`config.mk`:
```
export PLATFORM = sky130hd
export DESIGN_NAME = detector_pulse_byte_parser
export DESIGN_NICKNAME = d
export VERILOG_FILES = /design/src/hdl/dpbp_pkg.sv /design/src/hdl/dpbp_step.sv /design/src/hdl/detector_pulse_byte_parser.sv
export VERILOG_INCLUDE_DIRS = /design/src /design/src/hdl
export SDC_FILE = /design/constraint.sdc
export NUM_CORES = 1
export LEC_CHECK = 0
export BUFFER_PORTS_ARGS = -buffer_cell sky130_fd_sc_hd__buf_2
export CAP_MARGIN = 20
export CORE_MARGIN = 2
export CORE_UTILIZATION = 50
export CTS_CLUSTER_SIZE = 40
export DETAILED_ROUTE_END_ITERATION = 8
export GPL_ROUTABILITY_DRIVEN = 0
export PLACE_DENSITY = 0.71
export REMOVE_ABC_BUFFERS = 1
export SLEW_MARGIN = 10
export SYNTH_ARGS = -nofsm -noshare
export SYNTH_HDL_FRONTEND = slang
export SYNTH_HIERARCHICAL = 1
export SYNTH_SLANG_ARGS = --single-unit
export TNS_END_PERCENT = 100
```
`constraint.sdc`:
```
create_clock -name i_clk -period 13.65 [get_ports i_clk]
set_input_delay 2.73 -clock i_clk [delete_from_list [all_inputs] [get_ports i_clk]]
set_output_delay 2.73 -clock i_clk [all_outputs]
set_load 0.005 [all_outputs]
```
`src/hdl/detector_pulse_byte_parser_macros.svh`:
```
// ----------------------------------------------------------------------------
// Pulse byte parser assertion macros
// Shared wrappers for clocked, reset-qualified concurrent checks.
// ----------------------------------------------------------------------------
`ifndef DETECTOR_PULSE_BYTE_PARSER_MACROS_SVH
`define DETECTOR_PULSE_BYTE_PARSER_MACROS_SVH

// Same-cycle implication, checked outside reset
`define DPBP_ASSERT_NOW(label, ante, cons, msg) \
    label: assert property (@(posedge i_clk) disable iff (!i_rst_n) \
        (ante) |-> (cons)) else $error(msg);

// Next-cycle implication, checked outside reset
`define DPBP_ASSERT_NEXT(label, ante, cons, msg) \
    label: assert property (@(posedge i_clk) disable iff (!i_rst_n) \
        (ante) |=> (cons)) else $error(msg);

`endif

```
`src/hdl/dpbp_pkg.sv`:
```
// ----------------------------------------------------------------------------
// Pulse byte parser package
// Phase codes, merge operations and the parser state record.
// ----------------------------------------------------------------------------
`default_nettype none

package dpbp_pkg;

    localparam int PHASE_W = 6;
    localparam int WORD_W  = 32;
    localparam int BYTE_W  = 8;

    typedef logic [PHASE_W-1:0] t_phase;

    // Phase codes
    localparam t_phase PH_READY = 6'd0;
    localparam t_phase PH_ERROR = 6'd1;
    localparam t_phase PH_HDR   = 6'd2;
    localparam t_phase PH_HIT   = 6'd18;
    localparam t_phase PH_END   = 6'd34;
    localparam t_phase PH_LAST  = 6'd41;

    // Frame marker bytes
    localparam logic [BYTE_W-1:0] HDR_BYTE   = 8'hFA;
    localparam logic [BYTE_W-1:0] TRL_BYTE   = 8'hFB;
    localparam logic [3:0]        HIT_NIBBLE = 4'hE;

    localparam logic [WORD_W-1:0] FRAME_START = 32'd16;
    localparam logic [WORD_W-1:0] FRAME_STEP  = 32'd4;

    // How a byte merges into the assembled word
    typedef enum logic [3:0] {
        MG_HOLD,
        MG_ZERO,
        MG_LOAD,
        MG_SET24,
        MG_SET16,
        MG_SET8,
        MG_OR16,
        MG_OR8,
        MG_OR0
    } t_merge;

    // How the frame byte tally moves
    typedef enum logic [1:0] {
        FR_HOLD,
        FR_START,
        FR_ADD
    } t_frame_op;

    // Parser state, also the per-byte result
    typedef struct packed {
        t_phase              phase;
        logic [WORD_W-1:0]   word;
        logic [WORD_W-1:0]   frame;
    } t_state;

endpackage

`default_nettype wire

```
`src/hdl/dpbp_step.sv`:
```
// ----------------------------------------------------------------------------
// Pulse byte parser step
// Next parser state from the current state and one stream byte.
// ----------------------------------------------------------------------------
`default_nettype none

module dpbp_step
    import dpbp_pkg::*;
(
    input  wire t_state             i_cur,
    input  wire logic [BYTE_W-1:0]  i_byte,
    output t_state                  o_nxt
);

    logic [3:0]        hdr_step;
    logic [3:0]        hit_step;
    logic [2:0]        end_step;
    logic [WORD_W-1:0] byte_ext;
    t_merge            merge;
    t_frame_op         frame_op;
    t_phase            phase_nxt;

    assign hdr_step = 4'(i_cur.phase - PH_HDR);
    assign hit_step = 4'(i_cur.phase - PH_HIT);
    assign end_step = 3'(i_cur.phase - PH_END);
    assign byte_ext = WORD_W'(i_byte);

    // Phase walk and merge selection
    always_comb begin
        merge     = MG_HOLD;
        frame_op  = FR_HOLD;
        phase_nxt = i_cur.phase + 6'd1;
        priority if (i_cur.phase == PH_READY || i_cur.phase == PH_LAST) begin
            phase_nxt = (i_byte == HDR_BYTE) ? PH_HDR : PH_READY;
        end else if (i_cur.phase >= PH_HDR && i_cur.phase < PH_HIT && hdr_step != 4'd15) begin
            unique case (hdr_step)
                4'd7:    merge = MG_SET24;
                4'd8:    merge = MG_OR16;
                4'd9:    merge = MG_OR8;
                4'd10:   merge = MG_OR0;
                4'd11:   merge = MG_SET16;
                4'd12:   merge = MG_OR8;
                4'd13:   merge = MG_OR0;
                4'd14: begin
                    merge    = MG_LOAD;
                    frame_op = FR_START;
                end
                default: merge = MG_LOAD;   // id bytes
            endcase
        end else if ((i_cur.phase >= PH_HDR && i_cur.phase < PH_HIT)
                     || (i_cur.phase >= PH_HIT && i_cur.phase < PH_END && hit_step == 4'd15)) begin
            // record boundary: trailer, new hit or broken frame
            priority if (i_byte == TRL_BYTE) begin
                merge     = MG_ZERO;
                phase_nxt = PH_END;
            end else if (i_byte[7:4] == HIT_NIBBLE) begin
                merge     = MG_LOAD;
                phase_nxt = PH_HIT;
            end else begin
                merge     = MG_LOAD;
                phase_nxt = PH_ERROR;
            end
        end else if (i_cur.phase >= PH_HIT && i_cur.phase < PH_END) begin
            unique case (hit_step)
                4'd0, 4'd4, 4'd8:           merge = MG_OR16;
                4'd1, 4'd5, 4'd9:           merge = MG_OR8;
                4'd3, 4'd7:                 merge = MG_SET24;
                4'd11, 4'd13:               merge = MG_SET8;
                4'd2, 4'd6, 4'd10, 4'd14: begin
                    merge    = MG_OR0;
                    frame_op = FR_ADD;
                end
                default:                    merge = MG_OR0;
            endcase
            // TOF starts fresh in the middle byte lane
            if (hit_step == 4'd0) begin
                merge = MG_SET16;
            end
        end else if (i_cur.phase >= PH_END && i_cur.phase < PH_LAST) begin
            unique case (end_step)
                3'd0:    merge = MG_SET16;
                3'd1:    merge = MG_OR8;
                3'd2: begin
                    merge    = MG_OR0;
                    frame_op = FR_ADD;
                end
                3'd3:    merge = MG_SET24;
                3'd4:    merge = MG_OR16;
                3'd5:    merge = MG_OR8;
                default: merge = MG_OR0;
            endcase
        end else begin
            // error phase and unused codes drop the byte
            phase_nxt = PH_READY;
        end
    end

    // Word merge and frame tally update
    always_comb begin
        o_nxt.phase = phase_nxt;
        unique case (merge)
            MG_ZERO:  o_nxt.word = '0;
            MG_LOAD:  o_nxt.word = byte_ext;
            MG_SET24: o_nxt.word = byte_ext << 24;
            MG_SET16: o_nxt.word = byte_ext << 16;
            MG_SET8:  o_nxt.word = byte_ext << 8;
            MG_OR16:  o_nxt.word = i_cur.word | (byte_ext << 16);
            MG_OR8:   o_nxt.word = i_cur.word | (byte_ext << 8);
            MG_OR0:   o_nxt.word = i_cur.word | byte_ext;
            default:  o_nxt.word = i_cur.word;
        endcase
        unique case (frame_op)
            FR_START: o_nxt.frame = FRAME_START;
            FR_ADD:   o_nxt.frame = i_cur.frame + FRAME_STEP;
            default:  o_nxt.frame = i_cur.frame;
        endcase
    end

endmodule

`default_nettype wire

```
`src/hdl/detector_pulse_byte_parser.sv`:
```
// Pipeline: an input transfer is held in the input byte register, then its result in the output register.
// Throughput: one byte per cycle while the master side accepts results; the
// registered state update loop of the parser step sets that rate.
// Reset: synchronous, active low; parser returns to ready, word and tally
// clear, both pipeline stages empty.
// ----------------------------------------------------------------------------
// Pulse byte parser
// Walks detector pulse frames one byte at a time and reports the assembled
// field value, phase, error flag and frame byte tally for every byte.
// ----------------------------------------------------------------------------
`default_nettype none

`include "detector_pulse_byte_parser_macros.svh"

module detector_pulse_byte_parser
    import dpbp_pkg::*;
(
    input  wire logic        i_clk,
    input  wire logic        i_rst_n,
    input  wire logic        s_axis_tvalid,
    output logic             s_axis_tready,
    input  wire logic [7:0]  s_axis_tdata,   // [7:0] in_byte
    output logic             m_axis_tvalid,
    input  wire logic        m_axis_tready,
    output logic [63:0]      m_axis_tdata,   // [31:0] word_value, [63:32] byte_count
    output logic [6:0]       m_axis_tuser    // [5:0] phase, [6] error
);

    logic               r_in_vld;
    logic [BYTE_W-1:0]  r_in_byte;
    logic               r_out_vld;
    logic               r_out_err;
    t_state             r_state;
    t_state             n_state;
    t_state             r_out;
    logic               out_adv;
    logic               step;

    // Output stage frees when empty or drained this cycle
    assign out_adv       = !r_out_vld || m_axis_tready;
    assign step          = r_in_vld && out_adv;
    assign s_axis_tready = !r_in_vld || out_adv;

    dpbp_step u_step (
        .i_cur  (r_state),
        .i_byte (r_in_byte),
        .o_nxt  (n_state)
    );

    // Control: stage valids and parser state
    always_ff @(posedge i_clk) begin
        if (!i_rst_n) begin
            r_in_vld  <= 1'b0;
            r_out_vld <= 1'b0;
            r_state   <= '{phase: PH_READY, word: '0, frame: '0};
        end else begin
            if (s_axis_tready) begin
                r_in_vld <= s_axis_tvalid;
            end
            if (out_adv) begin
                r_out_vld <= r_in_vld;
            end
            if (step) begin
                r_state <= n_state;
            end
        end
    end

    // Payload: input byte and result
    always_ff @(posedge i_clk) begin
        if (s_axis_tready && s_axis_tvalid) begin
            r_in_byte <= s_axis_tdata;
        end
        if (step) begin
            r_out     <= n_state;
            r_out_err <= (n_state.phase == PH_ERROR);
        end
    end

    assign m_axis_tvalid = r_out_vld;
    assign m_axis_tdata  = {r_out.frame, r_out.word};
    assign m_axis_tuser  = {r_out_err, r_out.phase};

    // Checks
    `DPBP_ASSERT_NOW(a_phase_range, 1'b1, r_state.phase <= PH_LAST, "phase code out of range")
    `DPBP_ASSERT_NEXT(a_stall_holds_state, m_axis_tvalid && !m_axis_tready,
        $stable(r_state), "parser state moved while result stalled")
    `DPBP_ASSERT_NEXT(a_error_recovers, step && r_state.phase == PH_ERROR,
        r_state.phase == PH_READY, "error phase did not return to ready")
    `DPBP_ASSERT_NEXT(a_tally_steps,
        step && r_state.phase != 6'd16 && r_state.phase != 6'd20
        && r_state.phase != 6'd24 && r_state.phase != 6'd28
        && r_state.phase != 6'd32 && r_state.phase != 6'd36,
        $stable(r_state.frame), "frame tally moved outside a counting byte")

endmodule

`default_nettype wire
```
Word level (Yosys, flattened, before mapping)
Index checks and enable logic that the tools add are counted.
{ "totals": {"reg_bits": 151, "latch_bits": 0, "mem_bits_rw": 0, "mem_bits_ro": 0, "input_bits": 12, "out_inout_bits": 73, "word_cells": 119, "n_memories": 0} }
{ "classes": {"add_sub_neg": 5, "n_mul": 0, "n_div": 0, "magnitude_cmp": 6, "eq_ne": 43, "shifts": 0, "n_mux": 28, "bitwise_logic": 3, "reduce_logical": 24} }
{ "ops": {"columns": ["operator", "n"], "rows": [
  ["32-bit case mux with 8 select lines", 1],
  ["4-bit == test, second input constant", 16],
  ["32-bit case mux with 2 select lines", 1],
  ["4-bit by 3-bit == test with 1-bit output, second input constant", 9],
  ["6-bit 2-to-1 mux", 6],
  ["32-bit by 3-bit adder with 32-bit output, second input constant", 1],
  ["32-bit by 16-bit bitwise OR with 32-bit output", 1],
  ["32-bit by 24-bit bitwise OR with 32-bit output", 1],
  ["32-bit by 8-bit bitwise OR with 32-bit output", 1],
  ["4-bit case mux with 4 select lines", 2],
  ["4-bit 2-to-1 mux", 6],
  ["4-bit case mux with 5 select lines", 1],
  ["2-bit 2-to-1 mux", 9],
  ["4-bit by 2-bit == test with 1-bit output, second input constant", 4],
  ["8-bit == test, second input constant", 2],
  ["6-bit < comparator, second input constant", 2],
  ["2-bit OR reduction", 5],
  ["4-bit by 1-bit == test with 1-bit output, second input constant", 2],
  ["4-bit by 2-bit subtractor with 4-bit output, second input constant", 2],
  ["1-bit logical AND", 7],
  ["6-bit by 1-bit adder with 6-bit output, second input constant", 1],
  ["3-bit by 2-bit == test with 1-bit output, second input constant", 2],
  ["3-bit == test, second input constant", 2],
  ["6-bit by 1-bit == test with 1-bit output, second input constant", 1],
  ["19 further kinds", 24]
]} }

Longest topological paths before layout
Gate-level depths: netlist (run 1).
{ "logic_depth": {"depth_word": 11, "ltp_mapped": 24, "mapped_depth_nobuf": 19} }

Hierarchy
The synthesis (run 1) kept the hierarchy.
{ "by_module_without_submodules": {"columns": ["mod", "instances", "cells_each", "area_each_um2", "seq_area_each_um2"], "rows": [
  ["detector_pulse_byte_parser", 1, 395, 5351.4, 3813.7],
  ["dpbp_step", 1, 410, 2707.6, 0.0]
]} }

Worst setup path before layout (run 1)
OpenSTA, ideal clock, no wires.
{ "synth_timing": {"kind": "input to output", "start": "in m_axis_tready", "end": "out s_axis_tready", "arrival_time_ns": 2.954, "required_ns": 10.920, "slack_ns": 7.966, "cell_stages": 2, "cell_sequence": "nor2b_4 > nand2_1"} }
{ "synth_via": {"elab_chain_cells": 2} }
{ "synth_rtl": {"columns": ["element", "line", "text"], "rows": [
  ["from (decl)", "detector_pulse_byte_parser.sv:24", "input wire logic m_axis_tready,"],
  ["1-bit logical OR", "detector_pulse_byte_parser.sv:40", "assign out_adv = !r_out_vld || m_axis_tready;"],
  ["1-bit logical OR", "detector_pulse_byte_parser.sv:42", "assign s_axis_tready = !r_in_vld || out_adv;"],
  ["to (decl)", "detector_pulse_byte_parser.sv:21", "output logic s_axis_tready,"]
]} }
No other way between the ends.

Final worst setup path (run 1)
Same ends and word-level chain as after synthesis.

==> Flow_metrics.wiki, run 1 <==
{| class="wikitable"
! Metric !! Value
|-
| Status || completed
|-
| Post-synthesis xor/xnor area fraction || 0.0261
|-
| Max-Slew Margin vs Limit || 0.301
|-
| Post-Syn Area || 8060 sq um
|-
| Antenna violations before repair || 0
|-
| Clock transition time at the flip-flop clock pins of the worst setup and hold paths || 0.06 ns
|-
| Total number of yosys warnings || 6
|-
| Horiz. Die Dim || approximately 130 um
|-
| Root Buffer Master || clkbuf_16
|-
| Combinational family with the most area after synthesis || simple AND/OR/NAND/NOR gates
|-
| Final setup skew || 0.0114 ns
|-
| Largest driver fanout on the critical path || 4
|-
| Slew at the pin with the worst max-slew slack || 1.05 ns
|-
| Layout cell share with drive strength beyond 1 || 0.156
|-
| Max frequency || approximately 0.17 GHz
|-
| Startpoint-to-endpoint class of the critical path || in2out
|-
| Mean cell area of the mapped netlist || roughly 10 sq um
|-
| Core Box Area || 15800 sq um
|-
| Commonest cells after routing, fill and taps aside || nand2_1 (165), buf_2 (83), edfxtp_1 (79)
|-
| Worst setup path end || s_axis_tready
|-
| Global-route wire length before repair || 26.9 mm
|-
| Initial standard-cell utilization of the core || 0.509
|-
| Synth Instances || 805
|-
| Yosys reg bits || between 150 and 200
|-
| Via density per instance || 5.62
|-
| Post-cts resize count || 0
|-
| Adder-Cell Fraction of Synth Area || 0.0171
|-
| Final worst path period share || 0.435
|-
| DRC violation count after routing || 0
|-
| Setup Fix Bufs, Post-CTS || 0
|-
| Post-detailed-route count of antenna-violating nets || 0
|-
| Share of the synthesized area in compound gates (AO/OA/AOI/OAI) || 0.144
|-
| Maximum number of pins on one net before global-route repair || a little over 100
|-
| Shortest period the worst path allows || 5.93 ns
|-
| Antenna Cells || 0
|-
| Worst hold margin || 0.456 ns
|-
| Kind of end point of the critical path || primary output
|-
| Arrival time at the worst endpoint || about 3.2 ns
|-
| Number of H-tree levels || 4
|-
| Sequential element share of the synthesized area || 0.473
|-
| Post-Place Worst Slack || just under 8 ns
|-
| Final net count || 883
|-
| Max Root-Sink Buffers || 2
|-
| Launching point of the worst reg2reg path || r_state[66]
|-
| Final core utilization || 0.570
|-
| Setup TNS Final || 0 ns
|-
| First-pass detailed-route iteration total || 5
|-
| Total length of routed wires || between 15 and 20 mm
|-
| Proportion of synthesized flip-flops having asynchronous set or reset || 0
|-
| Leakage component of the power || 3.05 nW
|-
| Chip height || 131 um
|-
| Final Worst Setup Slack || 7.72 ns
|-
| Area growth, synth to finish || 12.0%
|-
| Vias in the first global route || between 5000 and 6000
|-
| Simple-gate share of the synthesized area || 0.183
|-
| I/O Buffers || 84
|-
| Clk Latency, worst-skew pair || 0.42 ns
|-
| Max-cap violation count || 0
|-
| TritonCTS clock tree || built
|-
| Placement Rows || 46
|-
| Hold buffers post-CTS || 0
|-
| Startpoint of the tightest hold check path || r_state[0]
|-
| Crit path required time || about 11 ns
|-
| Sink count of the clock tree || 151
|-
| Post-DP HPWL || between 10 and 15 mm
|-
| Number of DRC markers in iteration 0 || slightly below 600
|-
| # setup viols final || 0
|-
| Kind of start point of the critical path || input port
|-
| Most frequent standard cell in the layout excluding fill and tap cells || nand2_1
|-
| Number of distinct library cell variants in the gate-level netlist after synthesis || 67
|-
| Worst r2r dst || r_state[26]
|-
| Number of hold violations in the final report || 0
|-
| Proportion of synthesized area in mux cells || 0.0922
|-
| Worst hold-check path type || reg2reg
|-
| Total congestion overflow || 0
|-
| Routed wire length per instance || 15.2 um
|-
| Main synth FF type || edfxtp_1
|-
| Number of enable flip-flop cells after synthesis || 79
|-
| Routed via count || ~6000
|-
| I/O pin total || 85
|-
| Area of the die || 17100 sq um
|-
| Num CTS Buffers || 17
|-
| Critical Path Source || m_axis_tready
|-
| RSZ-0062 raised after global routing || false
|-
| Reg-to-reg setup timing slack || 8.55 ns
|-
| Worst IR drop on VDD || 0.0831 mV
|-
| Total power divided by cell area || 111 nW/um^2
|-
| Final max-slew violation count || 0
|-
| Global-route usage over all layers || 0.199
|-
| Count of cells along the worst register-to-register path || 18
|}
## power by group
| part | switching, mW | leakage [nW] | internal (mW) |
|---|---|---|---|
| registers | 0.00523 | 1.30 | 0.488 |
| logic | 0.0233 | 1.47 | 0.0141 |
| clock network | 0.182 | 0.288 | 0.287 |
## kinds of logic after synthesis
| logic type | after synthesis |
|---|---|
| AO/OA/AOI/OAI | 144 |
| AND/OR/NAND/NOR | 312 |
| XOR/XNOR | 24 |
| multiplexers | 74 |
| flip-flops | 151 |
| buffers and inverters | 89 |
| adder cells (fa/ha/maj) | 11 |
## through the flow
step	power [mW]	cells	instance area (sq um)
after floorplan	0.521	747	7660
after global placement	0.541	1057	8440
after detailed placement	0.541	1057	8440
after CTS	1.01	1089	9030
after global routing	1.03	1089	9030
final	1.00	1089	9030
## sequential cells by signal (all words and copies together), names as in the netlist
register       flops
m_axis_tuser       6
r_state           70
m_axis_tvalid      1
r_in_byte          8
r_in_vld           1
r_out_err          1
m_axis_tdata      64
## cell type report
| type | count | area, sq um |
|---|---|---|
| fill | 1361 | 6800 |
| sequential | 151 | 3810 |
| multi-input combinational | 565 | 3740 |
| timing repair buffer | 94 | 498 |
| clock buffer | 19 | 433 |
| tap | 216 | 270 |
| clock inverter | 13 | 154 |
| inverter | 31 | 116 |
## synth_stat cells (13+ instances only)
cell type	n	area, sq um
buf_2	13	65.1
a21oi_1	26	130
or3_1	15	93.8
nor2b_1	35	219
a221o_1	24	240
nand2_1	165	619
clkbuf_1	31	116
inv_1	31	116
nor2_1	42	158
a32o_1	24	240
xor2_1	14	123
edfxtp_1	79	2370
dfxtp_1	72	1440
mux2i_1	72	721
o21ai_0	16	80.1
## worst max-delay path, cell delays in order
cell and delay, ns:
buf_2 0.11, nor2b_4 0.15, nand2_1 0.08, buf_2 0.13
## per-layer routing
metal | vias to the layer above | wire [um] | track usage
met5 | - | 0 | 0
met1 | 2839 | 7660 | 0.274
met3 | 33 | 1010 | 0.0419
met2 | 219 | 7510 | 0.302
li1 | 3028 | - | -
met4 | 0 | 381 | 0.0882
## worst min path at each step
stage	slack (ns)	end	depth (start not counted)
after floorplan	0.43	r_state[0]	2
after global placement	0.44	r_state[1]	2
after detailed placement	0.45	r_state[0]	2
after CTS	0.46	r_state[0]	2
after global routing	0.48	r_state[0]	2
final	0.46	r_state[0]	2
Note: power is estimated with default switching activity, not from simulation.
==> run 2: changes to the inputs <==
--- a/config.mk
+++ b/config.mk
@@ -6,6 +6,7 @@
 export SDC_FILE = /design/constraint.sdc
 export NUM_CORES = 1
 export LEC_CHECK = 0
+export ABC_AREA = 1
 export BUFFER_PORTS_ARGS = -buffer_cell sky130_fd_sc_hd__buf_2
 export CAP_MARGIN = 20
 export CORE_MARGIN = 2
==> constraint.sdc (replaced) <==
create_clock -name i_clk -period 5.65 [get_ports i_clk]
set_input_delay 1.13 -clock i_clk [delete_from_list [all_inputs] [get_ports i_clk]]
set_output_delay 1.13 -clock i_clk [all_outputs]
set_load 0.005 [all_outputs]
==> run 2 against run 1 <==
Compared with the run above:
- register-to-register slack got worse by 7.0 ns
- routed wire length rose by 6.5%
- combinational power rose to 17 times the previous value
- critical endpoint is now r_state[29]
- largest cell class unchanged
==> Flow_metrics.wiki, run 2 <==
{| class="wikitable"
! Metric !! Value
|-
| Status || completed
|-
| Max-cap violation count || 0
|-
| Post-detailed-route count of antenna-violating nets || 0
|-
| Chip height || 131 um
|-
| Kind of start point of the critical path || flop
|-
| Cell type with the largest total area after synthesis || edfxtp_1
|-
| Worst hold-check path type || reg2reg
|-
| Vias in the first global route || just over 6000
|-
| Portion of synthesized cell area occupied by the leading cell type || 0.295
|-
| Worst IR drop on VDD || 0.232 mV
|-
| Sequential power share || 0.428
|-
| Number of DRC markers in iteration 0 || 599
|-
| Shortest period the worst path allows || approximately 4.1 ns
|-
| Startpoint of the tightest hold check path || r_state[29]
|-
| Via density per instance || 5.23
|-
| Horiz. Die Dim || 131 um
|-
| Main synth FF type || edfxtp_1
|-
| Total number of yosys warnings || 6
|-
| Leakage component of the power || 3.92 nW
|-
| Arrival time at the worst endpoint || around 4.5 ns
|-
| Fraction of power consumed by combinational cells || 0.209
|-
| Sw Share || 0.312
|-
| Number of H-tree levels || 4
|-
| Total congestion overflow || 0
|-
| Routed via count || ~6900
|-
| Launching point of the worst reg2reg path || r_state[65]
|-
| Commonest cells after routing, fill and taps aside || nand2_1 (234), inv_1 (134), nor2_1 (126)
|-
| Number of distinct library cell variants in the gate-level netlist after synthesis || 45
|-
| Number of standard cells in the final layout excluding fillers || approximately 1300
|-
| Placement Rows || 46
|-
| Reg-to-reg setup timing slack || 1.53 ns
|-
| Total power divided by cell area || 338 nW/um^2
|-
| Final Worst Setup Slack || approximately 1.5 ns
|-
| Worst hold margin || 0.480 ns
|-
| Initial standard-cell utilization of the core || 0.508
|-
| First-pass detailed-route iteration total || 5
|-
| Max-Slew Margin vs Limit || 0.280
|-
| Sequential element share of the synthesized area || 0.474
|-
| Post-Syn Area || 8040 sq um
|-
| Final max-slew violation count || 0
|-
| Crit path required time || 6.02 ns
|-
| Hold-critical path depth || 2
|-
| Max Root-Sink Buffers || 2
|-
| Setup Fix Bufs, Post-CTS || 0
|-
| RSZ-0062 raised after global routing || false
|-
| Power share of the clock group || 0.364
|-
| Peak per-stage delay on the critical path || 0.55 ns
|-
| Hold buffers post-CTS || 0
|-
| Core Box Area || around 16000 sq um
|-
| CP top delay family || simple AND/OR/NAND/NOR gates
|-
| Most frequent standard cell in the layout excluding fill and tap cells || nand2_1
|-
| TritonCTS clock tree || built
|-
| Antenna Cells || 0
|-
| Global-route wire length before repair || approximately 29 mm
|-
| Library cell with the highest instance count after synthesis || nand2_1
|-
| Register bank with the most flops || r_state
|-
| DRC violation count after routing || 0
|-
| Number of hold violations in the final report || 0
|-
| Final setup skew || 0.00908 ns
|-
| Max frequency || 0.243 GHz
|-
| Net switching component of the power || 0.953 mW
|-
| Number of flip-flops in the largest register || 70
|-
| I/O pin total || 85
|-
| Proportion of synthesized flip-flops having asynchronous set or reset || 0
|-
| Maximum number of pins on one net before global-route repair || 110
|-
| Total length of routed wires || 17.6 mm
|-
| Placed cell count || 1291
|-
| Largest driver fanout on the critical path || 11
|-
| Buffering stage count on the worst path with inverters included || 6
|-
| Mean cell area of the mapped netlist || slightly below 8 sq um
|-
| Yosys reg bits || 151
|-
| Synth Instances || 1039
|-
| Count of cells along the worst register-to-register path || 22
|-
| Final net count || ~1100
|-
| Top cells by area, synth || edfxtp_1 (30%), dfxtp_1 (18%), nand2_1 (11%)
|-
| Post-cts resize count || 0
|-
| Area of the die || 17100 sq um
|-
| Antenna violations before repair || 0
|-
| Number of enable flip-flop cells after synthesis || 79
|-
| Startpoint-to-endpoint class of the critical path || reg2reg
|-
| Clk Latency, worst-skew pair || between 0.4 and 0.5 ns
|-
| Worst r2r dst || r_state[29]
|-
| Slew at the pin with the worst max-slew slack || 1.08 ns
|-
| Post-DP HPWL || about 11 mm
|-
| Layout cell share with drive strength beyond 1 || 0.143
|-
| Post-Place Worst Slack || 1.56 ns
|-
| Sink count of the clock tree || 151
|-
| Num CTS Buffers || 17
|-
| Sink of the worst hold path || r_state[29]
|-
| Clock transition time at the flip-flop clock pins of the worst setup and hold paths || 0.06 ns
|-
| Most common library cells after synthesis || nand2_1 (234), inv_1 (134), nor2_1 (126), nand3_1 (112), a21oi_1 (93)
|-
| Global-route usage over all layers || 0.216
|-
| Kind of end point of the critical path || flop
|-
| # setup viols final || 0
|-
| I/O Buffers || 84
|-
| Cell chain of the critical path || inv_1, ha_1, inv_1, nand2_1, nor2_4, inv_2, nand2_4, nor4_1, inv_1, ha_1, clkinv_1, nand3_1, nor2_1, nand2_1, nor2_1, nand2_1, o21ai_0, a21oi_1, inv_1, nand3_1, nand2_1, nor2_1
|-
| Internal Pwr Total || 2.10 mW
|-
| Final worst path period share || 0.729
|-
| Area growth, synth to finish || 12.3%
|-
| Routed wire length per instance || 13.3 um
|-
| Root Buffer Master || clkbuf_16
|-
| Final core utilization || 0.571
|-
| Critical-path cell with the highest stage delay || dfxtp_1
|}
-- run 2: cell count changes in the layout (fill, tap and decap cells not counted), moves of 35 or more --
cell	previous run	this run
mux2i_1	72	0
nor2_1	41	126
nor2b_1	35	0
nand3_1	11	112
nand2_1	165	234
a21oi_1	26	92
inv_1	31	134
-- run 2: cell type report --
class,count,area [sq um]
clock inverter,15,153
multi-input combinational,692,3370
fill,1471,6800
timing repair buffer,90,465
tap,216,270
sequential,151,3820
clock buffer,17,425
inverter,142,536
-- run 2: worst max path at each step --
stage,start,to,cells after the start
2_1_floorplan,r_in_vld,m_axis_tdata[0],2
3_3_place_gp,r_state[65],r_state[23],19
3_5_place_dp,r_state[65],r_state[23],19
4_1_cts,r_state[65],r_state[23],19
5_1_grt,r_state[65],r_state[23],19
6_report,r_state[65],r_state[29],22
-- run 2: power groups by stage --
stage	combinational (mW)	clock, mW	sequential [mW]
after floorplan	0.446	0	1.33
after CTS	0.637	1.14	1.31
after global routing	0.725	1.18	1.32
after global placement	0.624	0	1.33
final	0.638	1.11	1.31
after detailed placement	0.631	0	1.33
-- run 2: logic make-up (layout without fill, tap and decap cells) --
kind of cell / after synthesis / after routing / share of synthesized area
flops: 151 / 151 / 0.474
simple gates: 548 / 548 / 0.304
fa+ha+maj: 11 / 11 / 0.0171
xor+xnor: 5 / 5 / 0.00545
buf+inv: 196 / 264 / 0.109
compound gates: 128 / 128 / 0.0904
-- run 2: routing by layer --
metal / up-vias / GRT usage / part of all wire
met5: - / 0 / 0
met1: 3171 / 0.293 / 0.47
met2: 218 / 0.339 / 0.46
li1: 3502 / - / -
met4: 0 / 0.0801 / 0.021
met3: 31 / 0.0489 / 0.055
-- run 2: metrics by stage --
stage / total power [mW] / cell area, sq um / setup TNS, ns
after floorplan: 1.78 / 7700 / -81.82
after global placement: 1.95 / 8450 / 0
after detailed placement: 1.96 / 8450 / 0
after CTS: 3.08 / 9030 / 0
after global routing: 3.22 / 9030 / 0
final: 3.06 / 9030 / 0
-- run 2: worst reg2reg max path, cell delays in order, from the launching register on --
cell	delay, ns
dfxtp_1	0.55
inv_1	0.16
ha_1	0.40
inv_1	0.13
nand2_1	0.14
nor2_4	0.06
inv_2	0.09
nand2_4	0.09
nor4_1	0.36
inv_1	0.09
ha_1	0.50
clkinv_1	0.33
nand3_1	0.25
nor2_1	0.09
nand2_1	0.14
nor2_1	0.06
nand2_1	0.07
o21ai_0	0.07
a21oi_1	0.17
inv_1	0.06
nand3_1	0.07
nand2_1	0.06
nor2_1	0.10
==> run 3: changes to the inputs <==
--- a/config.mk
+++ b/config.mk
@@ -6,7 +6,7 @@
 export SDC_FILE = /design/constraint.sdc
 export NUM_CORES = 1
 export LEC_CHECK = 0
-export ABC_AREA = 1
+export ABC_AREA = 0
 export BUFFER_PORTS_ARGS = -buffer_cell sky130_fd_sc_hd__buf_2
 export CAP_MARGIN = 20
 export CORE_MARGIN = 2
==> constraint.sdc (replaced) <==
create_clock -name i_clk -period 4.2 [get_ports i_clk]
set_input_delay 0.84 -clock i_clk [delete_from_list [all_inputs] [get_ports i_clk]]
set_output_delay 0.84 -clock i_clk [all_outputs]
set_load 0.005 [all_outputs]
==> run 3 against run 2 <==
Compared with the run above:
- critical path depth is 6 lower
- non-clock buffer count rose by 39
- clock-buffer cell count stayed put
- routed wire length down 3.9%
- die area is 0.21% higher
- sequential share of layout area shrank 1.5 points
- first-iteration DRC count down 9.2%
==> Flow_metrics.wiki, run 3 (same netlist as run 1, synthesis figures left out) <==
{| class="wikitable"
! Metric !! Value
|-
| DRC violation count after routing || 0
|-
| Count of cells along the worst register-to-register path || 16
|-
| Area growth, synth to finish || 16.2%
|-
| TritonCTS clock tree || built
|-
| Chip height || 131 um
|-
| I/O Buffers || 84
|-
| # setup viols final || 0
|-
| Placement Rows || 46
|-
| Number of H-tree levels || 4
|-
| Max-Slew Margin vs Limit || 0.468
|-
| Num CTS Buffers || 17
|-
| I/O pin total || 85
|-
| Reg-to-reg setup timing slack || 0.18 ns
|-
| Kind of end point of the critical path || flop
|-
| Startpoint of the tightest hold check path || r_state[1]
|-
| First-pass detailed-route iteration total || 5
|-
| Vias in the first global route || 5618
|-
| Buffering stage count on the worst path with inverters included || 2
|-
| Kind of start point of the critical path || flop
|-
| Post-detailed-route count of antenna-violating nets || 0
|-
| Area of the die || 17100 sq um
|-
| Launching point of the worst reg2reg path || r_state[65]
|-
| Setup TNS Final || 0 ns
|-
| Leakage component of the power || 3.27 nW
|-
| Worst IR drop on VDD || about 0.28 mV
|-
| Total power divided by cell area || approximately 340 nW/um^2
|-
| Sink count of the clock tree || 151
|-
| Crit path required time || between 4 and 5 ns
|-
| CP top delay family || simple AND/OR/NAND/NOR gates
|-
| Max-cap violation count || 0
|-
| Total congestion overflow || 0
|-
| Via density per instance || approximately 5.6
|-
| Clk Latency, worst-skew pair || roughly 0.42 ns
|-
| Arrival time at the worst endpoint || 4.37 ns
|-
| Critical-path cell with the highest stage delay || or3_4
|-
| Number of hold violations in the final report || 0
|-
| Max Root-Sink Buffers || 2
|-
| Placed cell count || 1089
|-
| Number of flip-flops in the largest register || 70
|-
| Total power draw || ~3.2 mW
|-
| Sink of the worst hold path || r_state[1]
|-
| Shortest period the worst path allows || around 4.0 ns
|-
| Root Buffer Master || clkbuf_16
|-
| Routed wire length per instance || 15.1 um
|-
| Final setup skew || ~0.0096 ns
|-
| Core Box Area || 15800 sq um
|-
| Worst r2r dst || r_state[26]
|-
| Slew at the pin with the worst max-slew slack || 0.798 ns
|-
| Commonest cells after routing, fill and taps aside || nand2_1 (165), buf_2 (83), edfxtp_1 (79)
|-
| Instance area at placement || roughly 8700 sq um
|-
| Number of DRC markers in iteration 0 || 544
|-
| Most frequent standard cell in the layout excluding fill and tap cells || nand2_1
|-
| Finished layout cell area || 9360 sq um
|-
| Final max-slew violation count || 0
|-
| Number of standard cells in the final layout excluding fillers || 1124
|-
| Hold buffers post-CTS || 0
|-
| Antenna violations before repair || 0
|-
| Total length of routed wires || 16.9 mm
|-
| Hold-critical path depth || 2
|-
| Antenna Cells || 0
|-
| Layout cell share with drive strength beyond 1 || 0.203
|-
| Peak per-stage delay on the critical path || roughly 0.4 ns
|-
| Final net count || 918
|-
| Final worst path period share || 0.958
|-
| Initial standard-cell utilization of the core || 0.509
|-
| Horiz. Die Dim || 131 um
|-
| Maximum number of pins on one net before global-route repair || 82
|-
| Cell chain of the critical path || buf_4, ha_1, nor2b_1, or3_1, a31o_1, or3_4, inv_1, ha_1, nand4b_1, or2_4, or3_4, or2_4, or3_1, a21oi_1, nand2_1, mux2i_1
|-
| Routed via count || 6249
|-
| Largest driver fanout on the critical path || 6
|-
| RSZ-0062 raised after global routing || false
|-
| Max frequency || 0.249 GHz
|-
| Global-route wire length before repair || around 27 mm
|-
| Clock transition time at the flip-flop clock pins of the worst setup and hold paths || 0.06 ns
|-
| Post-DP HPWL || about 11 mm
|-
| Worst hold-check path type || reg2reg
|-
| Status || completed
|-
| Global-route usage over all layers || 0.203
|-
| Register bank with the most flops || r_state
|-
| Startpoint-to-endpoint class of the critical path || reg2reg
|}
-- run 3: changes by cell type in the layout (fill, tap and decap cells not counted), sizes merged, moves of 68 or more --
cell,delta
a21oi,-68
inv,-110
nor2,-91
nand3,-107
nand2,-80
mux2i,+72
-- run 3: how the worst max path moves through the flow --
stage | start | to | slack (ns) | depth (start not counted)
floorplan | r_state[65] | r_state[56] | -0.46 | 11
global placement | r_state[65] | r_state[30] | 0.04 | 18
detailed placement | r_state[65] | r_state[26] | -0.04 | 18
CTS | r_state[65] | r_state[26] | 0.02 | 16
global route | r_state[65] | r_state[30] | 0.01 | 16
finish | r_state[65] | r_state[26] | 0.18 | 16
-- run 3: report_power, final --
| group | switching [mW] | leakage, nW | internal (mW) | total [mW] |
|---|---|---|---|---|
| logic | 0.0770 | 1.69 | 0.0490 | 0.126 |
| registers | 0.0170 | 1.30 | 1.59 | 1.60 |
| clock network | 0.611 | 0.283 | 0.877 | 1.49 |
-- run 3: final cells by class --
class / instances / area (sq um)
tap: 216 / 270
clock inverter: 15 / 154
fill: 1320 / 6470
multi-input combinational: 565 / 3790
clock buffer: 17 / 425
inverter: 31 / 116
sequential: 151 / 3820
timing repair buffer: 129 / 786
-- run 3: layer usage --
layer / global-route usage / up-vias / share of wire
li1: - / 3092 / -
met3: 0.0423 / 21 / 0.048
met2: 0.324 / 181 / 0.46
met1: 0.272 / 2955 / 0.47
met4: 0.0763 / 0 / 0.017
met5: 0 / - / 0
-- run 3: metrics by stage --
step	utilization	worst slack (ns)	hold WS, ns
CTS	0.587	0.0223	0.462
finish	0.591	0.178	0.458
floorplan	-	-0.456	0.430
global placement	0.550	0.0440	0.439
detailed placement	0.550	-0.0360	0.452
global route	0.591	0.0140	0.488
-- run 3: worst reg2reg max path, delay by kind of cell (launching register included) --
| family | cells | cell delay (ns) |
|---|---|---|
| multiplexers | 1 | 0.14 |
| AND/OR/NAND/NOR | 9 | 2.40 |
| adder cells (fa/ha/maj) | 2 | 0.40 |
| AO/OA/AOI/OAI | 2 | 0.44 |
| flip-flops | 1 | 0.36 |
| buffers and inverters | 2 | 0.20 |
-- run 3: timing repair --
item	in CTS	in global routing
resized for setup	2	13
buffers inserted	0	2
cloned	0	0
pin swaps	0	3
setup endpoints to repair	4	17
